File: src/nsr_pkg.sv
// ----------------------------------------------------------------------------
// nsr_pkg: shared constants and types for the Newton square root block
// Field widths, fixed limits, register map and the divider status struct.
// ----------------------------------------------------------------------------
package nsr_pkg;

  localparam int VALUE_W       = 56;
  localparam int ROOT_W        = 40;
  localparam int STEP_W        = 7;
  localparam int TOL_W         = 16;
  localparam int EST_W         = 62;
  localparam int APB_ADDR_W    = 3;
  localparam int APB_DATA_W    = 32;
  localparam int TDATA_OUT_W   = 48;

  localparam int MAX_STEPS_DEF = 64;
  localparam int FRAC_BITS_DEF = 24;

  localparam logic [TOL_W-1:0]  TOL_RESET = TOL_W'(17);
  localparam logic [EST_W-1:0]  QUOT_MAX  = {EST_W{1'b1}};
  localparam logic [ROOT_W-1:0] ROOT_MAX  = {ROOT_W{1'b1}};

  localparam logic REG_TOLERANCE = 1'b0;

  typedef struct packed {
    logic done;
    logic sat;
  } div_stat_t;

endpackage

File: src/newton_square_root_top.sv
// ----------------------------------------------------------------------------
// newton_square_root_top: Newton-Raphson square root, Q32.24 in, Q16.24 out
// Sequencer around one shared divider, with output register and config port.
// ----------------------------------------------------------------------------
// Usage:
//   s_tdata carries the radicand; one transfer starts one computation and
//   s_tready stays low until the sequencer is idle again.
//   m_tdata carries the root and step count, m_tuser the cap flag.
//   Each Newton step passes through the compare state and the divide state:
//   the bit-serial divider takes one dividend bit per cycle, and the
//   sequencer takes its quotient when the divider signals done.
//   A zero radicand skips the steps and goes straight to the output.
//   The result sits in an output register; a new item is accepted while it
//   waits. If the receiver stalls, a finished second result holds in the
//   sequencer until the register frees.
//   The tolerance register lies at address 0 of the APB port; write it only
//   while the block is idle.
//   Reset is synchronous: it clears the sequencer, drops m_tvalid and sets
//   tolerance back to 17.
// ----------------------------------------------------------------------------
module newton_square_root_top #(
  parameter int MAX_STEPS = nsr_pkg::MAX_STEPS_DEF,
  parameter int FRAC_BITS = nsr_pkg::FRAC_BITS_DEF
) (
  input  logic                               clk,
  input  logic                               rst,
  // s_tdata: value[55:0]
  input  logic                               s_tvalid,
  output logic                               s_tready,
  input  logic [nsr_pkg::VALUE_W-1:0]        s_tdata,
  // m_tdata: root[39:0], step_count[46:40], zero[47]
  output logic                               m_tvalid,
  input  logic                               m_tready,
  output logic [nsr_pkg::TDATA_OUT_W-1:0]    m_tdata,
  // m_tuser: capped[0]
  output logic                               m_tuser,
  input  logic                               psel,
  input  logic                               penable,
  input  logic                               pwrite,
  input  logic [nsr_pkg::APB_ADDR_W-1:0]     paddr,
  input  logic [nsr_pkg::APB_DATA_W-1:0]     pwdata,
  output logic [nsr_pkg::APB_DATA_W-1:0]     prdata,
  output logic                               pready
);

  localparam int STEP_CNT_W = $clog2(MAX_STEPS + 1);
  localparam logic [nsr_pkg::EST_W-1:0] EST_ONE = nsr_pkg::EST_W'(1) << FRAC_BITS;

  typedef enum logic [3:0] {
    ST_IDLE   = 4'b0001,
    ST_CHECK  = 4'b0010,
    ST_DIV    = 4'b0100,
    ST_FINISH = 4'b1000
  } state_t;

  state_t                      state;
  logic [nsr_pkg::VALUE_W-1:0] x;
  logic [nsr_pkg::EST_W-1:0]   r;
  logic [nsr_pkg::EST_W-1:0]   last;
  logic [STEP_CNT_W-1:0]       steps;
  logic                        capped;

  logic [nsr_pkg::TOL_W-1:0]   tolerance;
  logic [nsr_pkg::EST_W-1:0]   diff;
  logic [nsr_pkg::EST_W-1:0]   quotient;
  logic [nsr_pkg::EST_W:0]     sum;
  logic [nsr_pkg::ROOT_W-1:0]  root_sat;
  logic                        div_start;
  nsr_pkg::div_stat_t          div_stat;
  logic                        out_free;

  logic [nsr_pkg::ROOT_W-1:0]  out_root;
  logic [nsr_pkg::STEP_W-1:0]  out_steps;

  nsr_regs u_regs (
    .clk       (clk),
    .rst       (rst),
    .psel      (psel),
    .penable   (penable),
    .pwrite    (pwrite),
    .paddr     (paddr),
    .pwdata    (pwdata),
    .prdata    (prdata),
    .tolerance (tolerance)
  );

  nsr_div #(
    .FRAC_BITS (FRAC_BITS)
  ) u_div (
    .clk      (clk),
    .rst      (rst),
    .start    (div_start),
    .dividend ({x, {FRAC_BITS{1'b0}}}),
    .divisor  (r),
    .quotient (quotient),
    .stat     (div_stat)
  );

  assign pready   = 1'b1;
  assign s_tready = (state == ST_IDLE);
  assign out_free = !m_tvalid || m_tready;

  assign diff      = (r >= last) ? (r - last) : (last - r);
  assign sum       = {1'b0, r} + {1'b0, quotient};
  assign root_sat  = (r > nsr_pkg::EST_W'(nsr_pkg::ROOT_MAX)) ? nsr_pkg::ROOT_MAX
                                                             : r[nsr_pkg::ROOT_W-1:0];
  assign div_start = (state == ST_CHECK) && !(diff < nsr_pkg::EST_W'(tolerance))
                     && !(steps >= STEP_CNT_W'(MAX_STEPS));

  always_ff @(posedge clk) begin
    if (rst) begin
      state <= ST_IDLE;
    end else begin
      unique case (state)
        ST_IDLE: begin
          if (s_tvalid) begin
            state <= (s_tdata == '0) ? ST_FINISH : ST_CHECK;
          end
        end
        ST_CHECK: begin
          state <= div_start ? ST_DIV : ST_FINISH;
        end
        ST_DIV: begin
          if (div_stat.done) begin
            state <= ST_CHECK;
          end
        end
        ST_FINISH: begin
          if (out_free) begin
            state <= ST_IDLE;
          end
        end
        default: state <= ST_IDLE;
      endcase
    end
  end

  always_ff @(posedge clk) begin
    unique case (state)
      ST_IDLE: begin
        if (s_tvalid) begin
          x      <= s_tdata;
          r      <= (s_tdata == '0) ? '0 : EST_ONE;
          last   <= '0;
          steps  <= '0;
          capped <= 1'b0;
        end
      end
      ST_CHECK: begin
        if (div_start) begin
          last <= r;
        end else if (!(diff < nsr_pkg::EST_W'(tolerance))) begin
          capped <= 1'b1;
        end
      end
      ST_DIV: begin
        if (div_stat.done) begin
          r     <= sum[nsr_pkg::EST_W:1];
          steps <= steps + STEP_CNT_W'(1);
        end
      end
      default: begin
      end
    endcase
  end

  always_ff @(posedge clk) begin
    if (rst) begin
      m_tvalid <= 1'b0;
    end else if ((state == ST_FINISH) && out_free) begin
      m_tvalid <= 1'b1;
    end else if (m_tready) begin
      m_tvalid <= 1'b0;
    end
  end

  always_ff @(posedge clk) begin
    if ((state == ST_FINISH) && out_free) begin
      out_root  <= root_sat;
      out_steps <= nsr_pkg::STEP_W'(steps);
      m_tuser   <= capped;
    end
  end

  assign m_tdata = {1'b0, out_steps, out_root};

  assert property (@(posedge clk) disable iff (rst)
    m_tvalid |-> (out_steps <= nsr_pkg::STEP_W'(MAX_STEPS)))
    else $error("step count above cap");

  assert property (@(posedge clk) disable iff (rst)
    (m_tvalid && m_tuser) |-> (out_steps == nsr_pkg::STEP_W'(MAX_STEPS)))
    else $error("capped result without full step count");

  assert property (@(posedge clk) disable iff (rst)
    div_stat.done |-> (state == ST_DIV))
    else $error("divider finished outside divide state");

  assert property (@(posedge clk) disable iff (rst)
    (state == ST_DIV) && div_stat.done |=> (state == ST_CHECK) && (steps != '0))
    else $error("step not counted after divide");

endmodule

File: src/nsr_regs.sv
// ----------------------------------------------------------------------------
// nsr_regs: configuration register file
// APB-style write and read of the tolerance register.
// ----------------------------------------------------------------------------
module nsr_regs (
  input  logic                              clk,
  input  logic                              rst,
  input  logic                              psel,
  input  logic                              penable,
  input  logic                              pwrite,
  input  logic [nsr_pkg::APB_ADDR_W-1:0]    paddr,
  input  logic [nsr_pkg::APB_DATA_W-1:0]    pwdata,
  output logic [nsr_pkg::APB_DATA_W-1:0]    prdata,
  output logic [nsr_pkg::TOL_W-1:0]         tolerance
);

  logic wr_en;
  logic reg_idx;

  assign reg_idx = paddr[2];
  assign wr_en   = psel && penable && pwrite;

  always_ff @(posedge clk) begin
    if (rst) begin
      tolerance <= nsr_pkg::TOL_RESET;
    end else if (wr_en && (reg_idx == nsr_pkg::REG_TOLERANCE)) begin
      tolerance <= pwdata[nsr_pkg::TOL_W-1:0];
    end
  end

  always_comb begin
    unique case (reg_idx)
      nsr_pkg::REG_TOLERANCE: prdata = nsr_pkg::APB_DATA_W'(tolerance);
      default:                prdata = '0;
    endcase
  end

endmodule

File: src/nsr_div.sv
// ----------------------------------------------------------------------------
// nsr_div: shared restoring divider
// One quotient bit per cycle; saturates when the quotient needs more bits.
// ----------------------------------------------------------------------------
module nsr_div #(
  parameter int FRAC_BITS = nsr_pkg::FRAC_BITS_DEF
) (
  input  logic                                      clk,
  input  logic                                      rst,
  input  logic                                      start,
  input  logic [nsr_pkg::VALUE_W+FRAC_BITS-1:0]     dividend,
  input  logic [nsr_pkg::EST_W-1:0]                 divisor,
  output logic [nsr_pkg::EST_W-1:0]                 quotient,
  output nsr_pkg::div_stat_t                        stat
);

  localparam int DIV_W = nsr_pkg::VALUE_W + FRAC_BITS;
  localparam int CNT_W = $clog2(DIV_W);

  logic [DIV_W-1:0]          dvd;
  logic [nsr_pkg::EST_W-1:0] dsr;
  logic [nsr_pkg::EST_W-1:0] rem;
  logic [nsr_pkg::EST_W-1:0] quo;
  logic [CNT_W-1:0]          cnt;
  logic                      busy;
  logic                      done;
  logic                      sat;

  logic [nsr_pkg::EST_W:0]   trial;
  logic [nsr_pkg::EST_W:0]   trial_diff;
  logic                      bit_set;

  assign trial      = {rem, dvd[DIV_W-1]};
  assign trial_diff = trial - {1'b0, dsr};
  assign bit_set    = !trial_diff[nsr_pkg::EST_W];

  always_ff @(posedge clk) begin
    if (rst) begin
      busy <= 1'b0;
      done <= 1'b0;
    end else begin
      done <= 1'b0;
      if (start) begin
        busy <= 1'b1;
      end else if (busy && (cnt == '0)) begin
        busy <= 1'b0;
        done <= 1'b1;
      end
    end
  end

  always_ff @(posedge clk) begin
    if (start) begin
      dvd <= dividend;
      dsr <= (divisor == '0) ? nsr_pkg::EST_W'(1) : divisor;
      rem <= '0;
      quo <= '0;
      sat <= 1'b0;
      cnt <= CNT_W'(DIV_W - 1);
    end else if (busy) begin
      dvd <= dvd << 1;
      rem <= bit_set ? trial_diff[nsr_pkg::EST_W-1:0] : trial[nsr_pkg::EST_W-1:0];
      quo <= {quo[nsr_pkg::EST_W-2:0], bit_set};
      if (bit_set && (cnt >= CNT_W'(nsr_pkg::EST_W))) begin
        sat <= 1'b1;
      end
      cnt <= cnt - CNT_W'(1);
    end
  end

  assign quotient  = sat ? nsr_pkg::QUOT_MAX : quo;
  assign stat.done = done;
  assign stat.sat  = sat;

endmodule
File: config.mk
export PLATFORM = sky130hd
export DESIGN_NAME = newton_square_root_top
export DESIGN_NICKNAME = d
export VERILOG_FILES = /design/src/nsr_pkg.sv /design/src/newton_square_root_top.sv /design/src/nsr_regs.sv /design/src/nsr_div.sv
export SDC_FILE = /design/constraint.sdc
export NUM_CORES = 1
export LEC_CHECK = 0
export BUFFER_PORTS_ARGS = -buffer_cell sky130_fd_sc_hd__buf_2
export CAP_MARGIN = 20
export CORE_ASPECT_RATIO = 1.1
export CORE_UTILIZATION = 55
export CTS_CLUSTER_SIZE = 10
export DETAILED_ROUTE_END_ITERATION = 8
export PLACE_DENSITY = 0.78
export SKIP_CTS_REPAIR_TIMING = 1
export SLEW_MARGIN = 20
export SYNTH_ARGS = -nofsm -noshare
export SYNTH_HDL_FRONTEND = slang
export SYNTH_SLANG_ARGS = --single-unit
File: constraint.sdc
create_clock -name clk -period 7.41 [get_ports clk]
set_input_delay 1.1115 -clock clk [delete_from_list [all_inputs] [get_ports clk]]
set_output_delay 1.1115 -clock clk [all_outputs]
set_load 0.01 [all_outputs]
# [After elaboration in Yosys (flattened, before gate mapping)]
# Cells that the tools add are included.
# W data, S select, Z words.
[word_totals] input_bits=98 wordCells=100 register_bits=509
[op_classes] mux=31 addsub=6 bitwise=1 n_reduce_logical=28 eq_ne=10 order_cmp=5
[ops] op="$mux W62" n=7
[ops] op="$pmux W62 S2" n=2
[ops] op="$mux W80" n=2
[ops] op="$sub A62 B62 Y62" n=2
[ops] op="$add A62 B62 Y63" n=1
[ops] op="$sub A63 B62 Y63" n=1
[ops] op="$ge A62 B62 Y1" n=1
[ops] op="$gt A62 B40 Y1 const B" n=1
[ops] op="$logic_not A62 Y1" n=1
[ops] op="$lt A62 B16 Y1" n=1
[ops] op="$logic_not A56 Y1" n=1
[ops] op="$mux W25" n=1
[ops] op="$mux W4" n=5
[ops] op="$mux W16" n=1
[ops] op="$pmux W4 S4" n=1
[ops] op="$mux W7" n=2
[ops] op="$pmux W7 S2" n=1
[ops] op="$ne A2 B2 Y1 const B" n=5
[ops] op="$reduce_bool A2 Y1" n=5
[ops] op="$reduce_and A3 Y1" n=3
[ops] op="$logic_and A1 B1 Y1" n=8
[ops] op="$mux W1" n=8
[ops] op="$add A7 B1 Y7 const B" n=1
[ops] op="$ge A7 B6 Y1 const B" n=1
[ops] op="other kinds (15)" n=19

# [Depth between registers and ports, before layout]
[logic_depth] ltp_word=8 depth_mapped=34 ltp_nobuf=28

# [Hierarchy]
# Synthesis repeated with hierarchy kept, for this count alone.
[hier_totals] cells_unflattened=3950 hier_area_um2=36070.8
[modules_own_cells] module="newton_square_root_top" cells_per_inst=2244 area_per_inst_um2=19804.0 instances=1
[modules_own_cells] module="nsr_div" cells_per_inst=1602 area_per_inst_um2=15300.9 instances=1
[modules_own_cells] module="nsr_regs" cells_per_inst=104 area_per_inst_um2=965.9 instances=1

# [Worst setup path before layout]
# OpenSTA, ideal clock, no wires.
[synth_path] path_kind="register to register" from="reg r[0] in the netlist's numbering" to="reg last[0] in the netlist's numbering, enable pin" setup_slack_ps=-509 period_less_slack_ps=7919 path_stages_with_launch=32 t_arrival_ps=7241 required_ps=6732 setup_time_ps=678 path_buffers=6 cell_sequence="edfxtp_1 > inv_1 > ha_1 > inv_1 > fa_1 > a21o_1 > a221o_1 > a211oi_2 > a211oi_1 > o31a_1 > buf_2 > nor2_4 > buf_2 > buf_1 > clkbuf_1 > mux2i_1 > xnor2_1 > ha_1 > o2111ai_1 > o21ai_0 > nand4_1 > nand2_1 > a31oi_1 > o21ai_0 > a221oi_1 > nand4_1 > nor4_1 > nand4_1 > o311ai_4 > buf_4 > buf_2 > nand2_1"
[synth_between] elab_chain_len=8
[synth_rtl] item="start: declaration" line_no="newton_square_root_top.sv:58" rtl="logic [nsr_pkg::EST_W-1:0] r;"
[synth_rtl] item="start signal: assignment" line_no="newton_square_root_top.sv:143" rtl="r <= (s_tdata == '0) ? '0 : EST_ONE;"
[synth_rtl] item="start signal: assignment" line_no="newton_square_root_top.sv:158" rtl="r <= sum[nsr_pkg::EST_W:1];"
[synth_rtl] item="$sub A62 B62 Y62 or $ge A62 B62 Y1 (tied branches)" line_no="newton_square_root_top.sv:103" rtl="assign diff = (r >= last) ? (r - last) : (last - r);"
[synth_rtl] item="$mux W62 *" line_no="newton_square_root_top.sv:103"
[synth_rtl] item="$lt A62 B16 Y1 *" line_no="newton_square_root_top.sv:107" rtl="assign div_start = (state == ST_CHECK) && !(diff < nsr_pkg::EST_W'(tolerance))"
[synth_rtl] item="$logic_not A1 Y1 *"
[synth_rtl] item="$logic_and A1 B1 Y1 *" line_no="newton_square_root_top.sv:107"
[synth_rtl] item="$logic_and A1 B1 Y1 *" line_no="newton_square_root_top.sv:108" rtl="&& !(steps >= STEP_CNT_W'(MAX_STEPS));"
[synth_rtl] item="$ne A2 B2 Y1 (no line) *"
[synth_rtl] item="$reduce_and A3 Y1 (no line) *"
[synth_rtl] item="end signal: assignment" line_no="newton_square_root_top.sv:151" rtl="last <= r;"
[synth_rtl] item="end: declaration" line_no="newton_square_root_top.sv:59" rtl="logic [nsr_pkg::EST_W-1:0] last;"
# Mark *: on every way between the ends. The rest lies on a longest branch, timed or not.
# A chain may end at the register's enable or synchronous reset.

# [Worst setup path after layout]
[layout_path] from="reg r[0] in the netlist's numbering" to="reg u_div.dvd[57], data pin"
[layout_between] elab_chain_len=7
[layout_rtl] item="$sub A62 B62 Y62 or $ge A62 B62 Y1 (tied branches)" line_no="newton_square_root_top.sv:103"
[layout_rtl] item="$mux W62 *" line_no="newton_square_root_top.sv:103"
[layout_rtl] item="$lt A62 B16 Y1 *" line_no="newton_square_root_top.sv:107"
[layout_rtl] item="$logic_not A1 Y1 *"
[layout_rtl] item="$logic_and A1 B1 Y1 *" line_no="newton_square_root_top.sv:107"
[layout_rtl] item="$logic_and A1 B1 Y1 *" line_no="newton_square_root_top.sv:108"
[layout_rtl] item="$mux W80 *" line_no="nsr_div.sv:53" rtl="if (start) begin"
[layout_rtl] item="end signal: assignment" line_no="nsr_div.sv:54" rtl="dvd <= dividend;"
[layout_rtl] item="end signal: assignment" line_no="nsr_div.sv:61" rtl="dvd <= dvd << 1;"
[layout_rtl] item="end: declaration" line_no="nsr_div.sv:20" rtl="logic [DIV_W-1:0] dvd;"
# Marked as above.

==> metrics.yaml <==
run_status:
  outcome: "finished, final reports clean"
timing:
  fmax_mhz: 141
  worst_slew_pin_slew_ps: 1110
  finalCritPeriodShare_pct: 95.5
  finalSetupTns_ps: 0
  finalHoldViolCount: 0
  period_minus_slack_ps: 7080
  report.final.slew_viol_count: 0
  skew_ps: 49.4
  slew-limit-headroom_pct: 25.9
  final-setup-viol-count: 0
  rsz0062_at_grt: "false"
pwr:
  p_int_mw: 7.93
  powerDensity_mw_per_mm2: 360
  sw_frac_of_total_pct: 42.3
  p_leak_nw: 15.9
  switching_power_mw: 5.81
  power_frac_seq_pct: 28.2
  ir_drop_mv: 0.322
  p_comb_share_pct: 52.0
  pwr-share-clk_pct: 19.8
clock_tree:
  numCtsBuffers: 59
  clock_latency_ps: 670
  clock-sinks: 509
  cts_tree: "done"
  htreeDepth: 2
  clockRootBuffer: "clkbuf_16"
  clk_path_buf_depth: 3
  clk_pin_slew_worst_paths_ps: 60
worst_setup_path:
  crit_start: "r[0]"
  r2r-start: "r[0]"
  crit_path_max_fanout: 22
  required_ps: 7830
  critical_path.max_stage_delay_ps: 420
  startpoint_type: "register"
  path_class: "register to register"
  critPathMostFrequentCell: "buf_12"
  cp_slowest_cell: "edfxtp_1"
  worst_ep_arrival_time_ps: 7500
  r2r_cells: 29
  cp-end-kind: "register"
grt:
  grt_usage_pct: 30.3
  grt_max_degree: 101
  grt_pass1_vias: 28000
  grt_overflow: 0
  grt_antenna_before_repair: 5
  grt_pass1_wl_um: 152000
detailed_routing:
  final_antenna_net_count: 0
  routed-via-count: 29000
  remaining_drc_errors: 0
  drtIter0Drc: 2299
  wl_um: 97300
  dr.pass1.iters: 6
  vias_per_cell: 6.07
  routedWlPerCell_um: 20.4
logic_synthesis:
  synth_ff_type: "edfxtp_1"
  synth_enable_flop_cells: 354
  synth-async-reset-ratio_pct: 0
  syn_area_per_cell_um2: 9.08
  syn_inst: 3804
  synth_seq_cells: 509
  ys_warn_count: 0
  syn-cell-area_mm2: 0.0345
  yosys.cell_types.count: 86
  yosysSeqAreaShare_pct: 39.8
place:
  gp_congestion: 1.02
  port-buffer-count: 145
  dp_cells: 4659
  post-dp-hpwl_um: 73200
layout:
  drive_gt1_share_pct: 12.6
  final_nets: 4257
  stdcell_count: 4776
  layout_commonest_cell: "edfxtp_1"
  area_delta_synth_final_pct: 10.6
  layout_common_cells: "edfxtp_1 (354), nor2_1 (348), a21oi_1 (334), nand2_1 (267), inv_1 (266)"
die:
  die_w_um: 241
  dieHeight_um: 265
  fp-row-count: 96
  ios: 182
  start_util_pct: 55.5
  die_area_mm2: 0.0638
  core_region_area_mm2: 0.0622
hold_path:
  hold_class: "register to register"
  hp-start: "u_regs.tolerance[13]"
  whs_path_depth: 2
flow_run:
  cap_viol_max_count: 0
## stage by stage
stage	utilization [%]	setup slack (ps)	area, um2	power, mW	hold WS, ps
after floorplan	-	100	34600	9.13	400
after global placement	58.4	270	36300	10.7	443
after detailed placement	58.4	147	36300	10.9	448
after CTS	61.3	124	38100	13.6	456
after global routing	61.4	42.6	38200	14.6	481
final	61.4	330	38200	13.7	458
## cell families after synthesis
kind of cell	count (synthesis)	synth area share [%]
adder cells (fa/ha/maj)	268	9.79
AO/OA/AOI/OAI	1049	19.7
AND/OR/NAND/NOR	1141	16.0
buffers and inverters	519	5.96
XOR/XNOR	165	4.18
multiplexers	151	4.60
flip-flops	509	39.8
other	2	0.0217
## cells in the mapped netlist, types with 8 or more instances
master	n	area share, %
mux2i_1	89	2.6
nor2b_1	27	0.49
or2_2	77	1.4
and3_1	29	0.53
nand4_1	70	1.3
ha_1	264	9.6
inv_1	267	2.9
o31ai_1	17	0.37
nor3_1	52	0.75
or4_1	8	0.17
a211oi_1	71	1.5
a21oi_1	335	4.9
o211ai_1	45	0.98
nand2b_1	29	0.53
a221oi_1	11	0.28
o2111ai_1	11	0.28
a2111oi_0	8	0.20
a21o_1	134	2.9
buf_4	19	0.41
o211a_1	28	0.81
mux2_2	55	1.8
nand2_1	271	2.9
o21ai_0	184	2.7
nor4_1	48	0.87
xnor2_1	95	2.4
xor2_1	70	1.8
and2_1	77	1.4
nor2_1	348	3.8
o21bai_1	38	0.83
dfxtp_1	155	9.0
and4_1	8	0.20
nand3_1	55	0.80
edfxtp_1	354	31
a31oi_1	33	0.60
buf_2	31	0.45
or3_1	20	0.36
clkbuf_1	195	2.1
o21a_1	40	0.87
## routing by layer
| metal | share of wire, % | vias up | wire length (um) | GRT usage [%] |
|---|---|---|---|---|
| li1 | - | 13800 | - | - |
| met1 | 42 | 13900 | 41300 | 40.1 |
| met2 | 47 | 1021 | 45600 | 49.9 |
| met3 | 6.7 | 232 | 6500 | 3.76 |
| met4 | 3.9 | 4 | 3830 | 12.4 |
| met5 | 0.027 | - | 26 | 0 |
## worst paths after layout
| kind | to | slack [ps] |
|---|---|---|
| min | u_regs.tolerance[13] | 460 |
| max reg2reg | u_div.dvd[57] | 330 |
| max | u_div.dvd[57] | 330 |
| min reg2reg | u_regs.tolerance[13] | 460 |
## worst max-delay path: cells and delay by family, from the launching register on
family,cells,cell delay [ps]
simple gates,5,980
xor+xnor,1,150
mux,1,370
buf+inv,6,940
compound gates,13,3070
fa+ha+maj,3,860
flops,1,420
## power by group through the flow
stage / clock network (mW) / logic (mW) / registers [mW]
4_1_cts: 2.76 / 6.99 / 3.87
2_1_floorplan: 0 / 5.31 / 3.82
3_5_place_dp: 0 / 6.93 / 3.92
5_1_grt: 2.87 / 7.82 / 3.93
6_report: 2.72 / 7.14 / 3.88
3_3_place_gp: 0 / 6.83 / 3.90
## layout make-up
type	count	area [um2]
antenna	1	2.50
clock inverter	9	118
fill	5318	24000
tap	833	1040
clock buffer	103	1680
inverter	268	1010
sequential	509	13700
multi-input combinational	2792	18900
timing repair buffer	261	1730
## state kept, by name, summed over array words and instances (netlist names), 4 cells and up
name / flops
x: 56
state: 4
out_root: 40
u_div.dvd: 56
u_div.quo: 62
u_regs.tolerance: 16
last: 62
u_div.cnt: 7
out_steps: 7
steps: 7
r: 62
u_div.dsr: 62
u_div.rem: 62
(Power assumes the default switching activity.)
